$ cat config.mk
export PLATFORM = sky130hd
export DESIGN_NAME = tcb_cursor
export DESIGN_NICKNAME = d
export VERILOG_FILES = /design/src/rtl/tcb_pkg.sv /design/src/rtl/tcb_cursor.sv
export SDC_FILE = /design/constraint.sdc
export NUM_CORES = 1
export LEC_CHECK = 0
export BUFFER_PORTS_ARGS = -buffer_cell sky130_fd_sc_hd__buf_4
export CORE_MARGIN = 2
export CORE_UTILIZATION = 43
export DETAILED_ROUTE_END_ITERATION = 12
export GPL_TIMING_DRIVEN = 0
export PLACE_DENSITY = 0.81
export SYNTH_ARGS = -nofsm -noshare
export SYNTH_HDL_FRONTEND = slang
export SYNTH_SLANG_ARGS = --single-unit
$ cat constraint.sdc
create_clock -name vclk -period 2.5
set_input_delay 0.5 -clock vclk [all_inputs]
set_output_delay 0.5 -clock vclk [all_outputs]
set_load 0.005 [all_outputs]
$ cat src/rtl/tcb_pkg.sv
// Shared constants, types and address helper for the text console buffer writer.
`default_nettype none

package tcb_pkg;

  localparam int COLUMNS = 80;
  localparam int ROWS    = 24;
  localparam int CELLS   = COLUMNS * ROWS;

  localparam int OP_W   = 3;
  localparam int CHAR_W = 8;
  localparam int ATTR_W = 8;
  localparam int ROW_W  = 5;
  localparam int COL_W  = 7;
  localparam int ADDR_W = $clog2(CELLS);
  localparam int CELL_W = CHAR_W + ATTR_W;

  localparam logic [ROW_W-1:0]  ROW_LAST  = ROW_W'(ROWS - 1);
  localparam logic [COL_W-1:0]  COL_LAST  = COL_W'(COLUMNS - 1);
  localparam logic [ADDR_W-1:0] CELL_LAST = ADDR_W'(CELLS - 1);

  localparam logic [CHAR_W-1:0] SPACE_CODE   = 8'h20;
  localparam logic [CHAR_W-1:0] NEWLINE_CODE = 8'h0a;
  localparam logic [ATTR_W-1:0] RESET_ATTR   = 8'h07;

  localparam logic [OP_W-1:0] OP_PUT   = 3'd0;
  localparam logic [OP_W-1:0] OP_LEFT  = 3'd1;
  localparam logic [OP_W-1:0] OP_RIGHT = 3'd2;
  localparam logic [OP_W-1:0] OP_SETPOS = 3'd3;
  localparam logic [OP_W-1:0] OP_CLEAR = 3'd4;
  localparam logic [OP_W-1:0] OP_READ  = 3'd5;

  typedef struct packed {
    logic [ROW_W-1:0] row;
    logic [COL_W-1:0] col;
    logic             scroll;
    logic             wr_cell;
    logic             rd_cell;
    logic             clear;
    logic [ROW_W-1:0] rd_row;
    logic [COL_W-1:0] rd_col;
  } cur_next_t;

  // Map a logical row/column to a memory address; rows rotate by base.
  function automatic logic [ADDR_W-1:0] cell_addr(input logic [ROW_W-1:0] row,
                                                   input logic [COL_W-1:0] col,
                                                   input logic [ROW_W-1:0] base);
    logic [ROW_W:0] sum;
    sum = {1'b0, row} + {1'b0, base};
    if (sum >= (ROW_W+1)'(ROWS)) begin
      sum = sum - (ROW_W+1)'(ROWS);
    end
    return ADDR_W'(ADDR_W'(sum) * ADDR_W'(COLUMNS)) + ADDR_W'(col);
  endfunction

endpackage

`default_nettype wire

$ cat src/rtl/tcb_cursor.sv
// Next-cursor decode for one console request.
`default_nettype none

module tcb_cursor
  import tcb_pkg::*;
(
  input  wire logic [OP_W-1:0]   opcode_i,
  input  wire logic [CHAR_W-1:0] char_code_i,
  input  wire logic [ROW_W-1:0]  row_i,
  input  wire logic [COL_W-1:0]  column_i,
  input  wire logic [ROW_W-1:0]  cur_row_i,
  input  wire logic [COL_W-1:0]  cur_col_i,
  output cur_next_t              nxt_o
);

  logic             adv_wrap;
  logic [ROW_W-1:0] nl_row;
  logic             nl_scroll;
  logic [ROW_W-1:0] clamp_row;
  logic [COL_W-1:0] clamp_col;

  // Start of next row, scroll from the bottom row.
  always_comb begin
    nl_scroll = (cur_row_i == ROW_LAST);
    nl_row    = nl_scroll ? ROW_LAST : cur_row_i + ROW_W'(1);
    adv_wrap  = (cur_col_i == COL_LAST);
    clamp_row = (row_i > ROW_LAST) ? ROW_LAST : row_i;
    clamp_col = (column_i > COL_LAST) ? COL_LAST : column_i;
  end

  always_comb begin
    nxt_o         = '0;
    nxt_o.row     = cur_row_i;
    nxt_o.col     = cur_col_i;
    nxt_o.rd_row  = clamp_row;
    nxt_o.rd_col  = clamp_col;
    case (opcode_i)
      OP_PUT, OP_RIGHT: begin
        if (opcode_i == OP_PUT && char_code_i == NEWLINE_CODE) begin
          nxt_o.row    = nl_row;
          nxt_o.col    = '0;
          nxt_o.scroll = nl_scroll;
        end else begin
          nxt_o.wr_cell = (opcode_i == OP_PUT);
          if (adv_wrap) begin
            nxt_o.row    = nl_row;
            nxt_o.col    = '0;
            nxt_o.scroll = nl_scroll;
          end else begin
            nxt_o.col = cur_col_i + COL_W'(1);
          end
        end
      end
      OP_LEFT: begin
        if (cur_col_i != '0) begin
          nxt_o.col = cur_col_i - COL_W'(1);
        end else if (cur_row_i != '0) begin
          nxt_o.row = cur_row_i - ROW_W'(1);
          nxt_o.col = COL_LAST;
        end
      end
      OP_SETPOS: begin
        nxt_o.row = clamp_row;
        nxt_o.col = clamp_col;
      end
      OP_CLEAR: nxt_o.clear   = 1'b1;
      OP_READ:  nxt_o.rd_cell = 1'b1;
      default: ;
    endcase
  end

endmodule

`default_nettype wire

Yosys cells after proc, flatten, opt, wreduce, memory -nomap -nowiden:

Index checks and enable logic that the tools add are counted.

* flip-flop bits (word level): 0
* word-level logic and storage cells: 34
* output and inout port bits: 28
* input bits: 35

* add/sub/neg operators: 4
* eq/ne operators: 8
* reductions and logical operators: 5
* order comparisons: 2
* multiplexer cells: 15

Operator list (count)
* 12-bit one-hot mux with 3 select lines: 1
* 7-bit 2-to-1 mux: 3
* 5-bit 2-to-1 mux: 4
* 13-bit 2-to-1 mux: 1
* 12-bit 2-to-1 mux: 1
* 8-bit by 4-bit equality test with 1-bit output, second input constant: 1
* 7-bit by 1-bit adder with 7-bit output, second input constant: 1
* 7-bit equality test, second input constant: 1
* 7-bit greater-than comparator, second input constant: 1
* 7-bit nonzero test: 1
* 7-bit by 1-bit subtractor with 7-bit output, second input constant: 1
* 3-bit by 2-bit equality test with 1-bit output, second input constant: 2
* 3-bit equality test, second input constant: 2
* 5-bit by 1-bit adder with 5-bit output, second input constant: 1
* 5-bit equality test, second input constant: 1
* 5-bit greater-than comparator, second input constant: 1
* 5-bit nonzero test: 1
* 5-bit by 1-bit subtractor with 5-bit output, second input constant: 1
* 1-bit 2-to-1 mux: 4
* 3-bit by 1-bit equality test with 1-bit output, second input constant: 1
* 3-bit zero test: 1
* 2-bit 2-to-1 mux: 1
* 2-bit OR reduction: 1
* 1-bit logical AND: 1

Logic depth before layout (Yosys ltp):

* depth in word-level cells: 5
* mapped depth: 7
* depth with buffers taken out: 7

Worst setup path before layout:

No wires, ideal clock.

* path kind: input port to output port
* start: input cur_col_i[0]
* end: output nxt_o[23] in the netlist's numbering
* required time: 2.000 ns
* stages on the path: 7
* buffers on the path: 0
* path slack: -0.073 ns
* arrival time: 2.073 ns
* cells stage by stage: inv_1 ha_1 or4b_4 nor3_4 xnor2_1 a221oi_2 nor3b_2

RTL lines
* start: declaration: line tcb_cursor.sv:12 `input wire logic [COL_W-1:0] cur_col_i,`
* end: declaration: line tcb_cursor.sv:13 `output cur_next_t nxt_o`

==> results.txt <==
- Result of the run: finished with violations
- Violated checks: negative setup slack
- In the global route stage, overall resource usage came out at 30.4%.
* Final nets: 308
- Switching share of power: 50.2%
- Tcrit/Tclk final: 113%
- Sequential cells account for 0% of the total power.
- Worst supply voltage drop on vdd: 0.000133 V
* Worst setup slack after layout: -0.324 ns
- Ports: 63
* Net count after synthesis: 221
- DRT iter0 DRCs: 151
- The total overflow left after global routing is 0.
* Global placer's final weighted congestion: 0.892
* Sw power: 172 uW
- For the pin with the worst max-slew slack, the measured transition is 0.712 ns.
* Crit Path Category: in2out
- The critical path runs through a total of 10 cells.
- The final number of hold-violating endpoints was 0.
* Vias in the first global route: 1732
- Via-to-Cell Ratio: 6.69
* Number of port buffers: 60
- Max-cap violations in this run came to 0.
- Fin area: 0.00216 sq mm
- Footprint of the multi-input gates: 0.00124 sq mm
- The die covers 0.00307 sq mm.
- Path category of the worst min-delay check: in2out
* Pwr dens: 159 mW/mm^2
- Endpoint class of the critical path: output port
- Layout cell share with drive strength beyond 1: 49.6%
* Syn. warnings: 0
- DRC violations left: 0
* Power consumption: 343 uW
- Internal power summed over all cells: 171 uW
- The repair_antennas step left the layout with diodes totalling 0.
* Maximum clock rate: 354 MHz
- Entering global routing, the biggest net connects 11 pins.
* Sequential-to-total area share from yosys stat: 0%
- The first global-routing pass estimated 7940 um of wire.
* Unique cell type count in the Yosys netlist: 48
- Placed instance area: 0.00164 sq mm
* CP Capture Point: nxt_o[25]
- Clock network power share: 0%
* Data arrival at the endpoint of the critical path: 2.32 ns
* Horizontal extent of the die: 55.4 um
- Kind of cell with the highest combined delay on the critical path: simple AND/OR/NAND/NOR gates
* Pleak: 0.926 nW
- Synthesized cell area: 0.00114 sq mm
- Number of inserted filler cells in the final layout: 132
- The region available for standard cell placement spans 0.00250 sq mm.
- Per-instance average area after synthesis: 6.28 sq um
- The count of nets left with antenna violations once routing finished came out at 0.
* Maximum fanout encountered on the critical timing path: 4
* Total of clock buffers placed in the layout: 0
- The first detailed-routing pass ran for 5 iterations.
- The critical path contains buffers and inverters numbering 4 combined.
* Wire length per cell after detailed routing: 20.0 um
* Number of instances in the synthesized netlist: 181
- Type of element launching the critical path: primary input
* Final critical-path required period: 2.82 ns
- Data required time at the worst endpoint: 2.00 ns
- CP startpoint: cur_col_i[0]
- Worst path max stage delay: 0.50 ns
- Number of flip-flops and latches: 0
* Detail Placement HPWL: 3230 um
- Cells fill 86.3% of the core in the end.
- Gate power share: 100.0%
- Number of antenna violations at the first check in global routing: 0
* Sequential cell area in the final layout: 0 sq um
- Setup violations remaining at the end of the flow were counted as 12.
- Pins Over Slew Limit: 0
- Setup repair after global routing could not meet its margin everywhere.
* Relative slew margins: 52.5%
- Wires add up to 5930 um.
- For this configuration, the core starts out at a cell density of 45.5%.
- Area growth syn-to-layout: 89.7%
* Library cell contributing the largest single delay on the critical path: sky130_fd_sc_hd__or4b_4
- Floorplan die height: 55.4 um
- The floorplan has 18 rows.
* Vias: 1981
* Cell Chain, Critical Path: buf_8 > inv_6 > ha_4 > or4b_4 > nor3_4 > buf_6 > a31oi_1 > o211ai_1 > o2bb2ai_2 > buf_4
==> tightest hold or removal path, cell delays in order <==
cell	delay (ns)
sky130_fd_sc_hd__buf_4	0.08
sky130_fd_sc_hd__nor2_1	0.06
sky130_fd_sc_hd__inv_1	0.05
sky130_fd_sc_hd__buf_4	0.10
==> layer usage <==
metal / GRT usage [%] / share of wire [%] / up-vias
li1: - / - / 855
met5: 0 / 0 / -
met1: 41.1 / 36 / 887
met3: 4.68 / 10 / 47
met2: 48.5 / 47 / 192
met4: 10.8 / 6.8 / 0
==> power by group through the flow <==
stage                     Sequential [mW]  Clock (mW)  Combinational, mW
after global routing                    0           0              0.362
final                                   0           0              0.343
after detailed placement                0           0              0.256
after global placement                  0           0              0.254
after floorplan                         0           0              0.129
after CTS                               0           0              0.287
==> cell usage after synthesis, types with 3 or more instances <==
master	instances	area, sq um
sky130_fd_sc_hd__nor2_1	18	67.6
sky130_fd_sc_hd__nand2_1	14	52.6
sky130_fd_sc_hd__nor3_1	13	65.1
sky130_fd_sc_hd__inv_1	12	45.0
sky130_fd_sc_hd__o21ai_0	12	60.1
sky130_fd_sc_hd__nand2b_1	10	62.6
sky130_fd_sc_hd__a21oi_1	9	45.0
sky130_fd_sc_hd__clkbuf_1	7	26.3
sky130_fd_sc_hd__ha_1	5	62.6
sky130_fd_sc_hd__a31oi_1	4	25.0
sky130_fd_sc_hd__buf_6	4	45.0
sky130_fd_sc_hd__nand3_1	4	20.0
sky130_fd_sc_hd__nor2b_1	4	25.0
sky130_fd_sc_hd__nor4_1	4	25.0
sky130_fd_sc_hd__o211ai_1	4	30.0
sky130_fd_sc_hd__or2_2	4	25.0
sky130_fd_sc_hd__or3_1	4	25.0
sky130_fd_sc_hd__xnor2_1	4	35.0
sky130_fd_sc_hd__a22oi_1	3	22.5
sky130_fd_sc_hd__a41oi_1	3	26.3
sky130_fd_sc_hd__nor4b_1	3	26.3
sky130_fd_sc_hd__o221ai_1	3	26.3
==> cell type report <==
| cell class | count | area share (%) |
|---|---|---|
| buffer | 13 | 3.89 |
| multi-input combinational | 156 | 57.5 |
| timing repair buffer | 85 | 33.2 |
| tap | 30 | 1.74 |
| inverter | 12 | 3.71 |
==> what timing repair did <==
| item | in CTS | in global routing |
|---|---|---|
| buffers inserted | 11 | 14 |
| pin swaps | 14 | 15 |
| setup endpoints to repair | 13 | 13 |
| cloned | 0 | 0 |
| hold buffers | 0 | 0 |
| resized for setup | 40 | 35 |
==> worst min path at each step <==
stage / from / endpoint / cells after the start
after floorplan: column_i[6] / nxt_o[5] / 1
after global placement: column_i[1] / nxt_o[1] / 4
after detailed placement: column_i[1] / nxt_o[1] / 4
after CTS: column_i[1] / nxt_o[1] / 4
after global routing: column_i[0] / nxt_o[0] / 3
final: column_i[1] / nxt_o[1] / 4
==> metrics by stage <==
stage                     instances  hold WS [ns]  setup slack [ns]  setup TNS [ns]
after floorplan                 181          1.03         0.0000757               0
after global placement          271          1.27            -0.585           -5.28
after detailed placement        271          1.27            -0.593           -5.55
after CTS                       282          1.27            -0.250           -2.06
after global routing            296          1.30            -0.410           -3.48
final                           296          1.28            -0.324           -2.68
==> cells by family (layout without fill, tap and decap cells) <==
logic type	Yosys count	in the layout	share of synthesized area (%)
mux	2	2	1.76
fa+ha+maj	5	5	5.50
buf+inv	25	110	11.3
compound gates	54	54	33.1
simple gates	90	90	44.4
xor+xnor	5	5	3.85
==> cells in the final DEF (no fill, tap or decap), types with 7 or more instances in the layout <==
master,count
sky130_fd_sc_hd__buf_4,72
sky130_fd_sc_hd__nor2_1,16
sky130_fd_sc_hd__buf_6,14
sky130_fd_sc_hd__nand2_1,13
sky130_fd_sc_hd__nand2b_1,10
sky130_fd_sc_hd__nor3_1,10
sky130_fd_sc_hd__a21oi_1,9
sky130_fd_sc_hd__inv_1,8
sky130_fd_sc_hd__o21ai_0,7
sky130_fd_sc_hd__clkbuf_1,7
(Power assumes the default switching activity.)
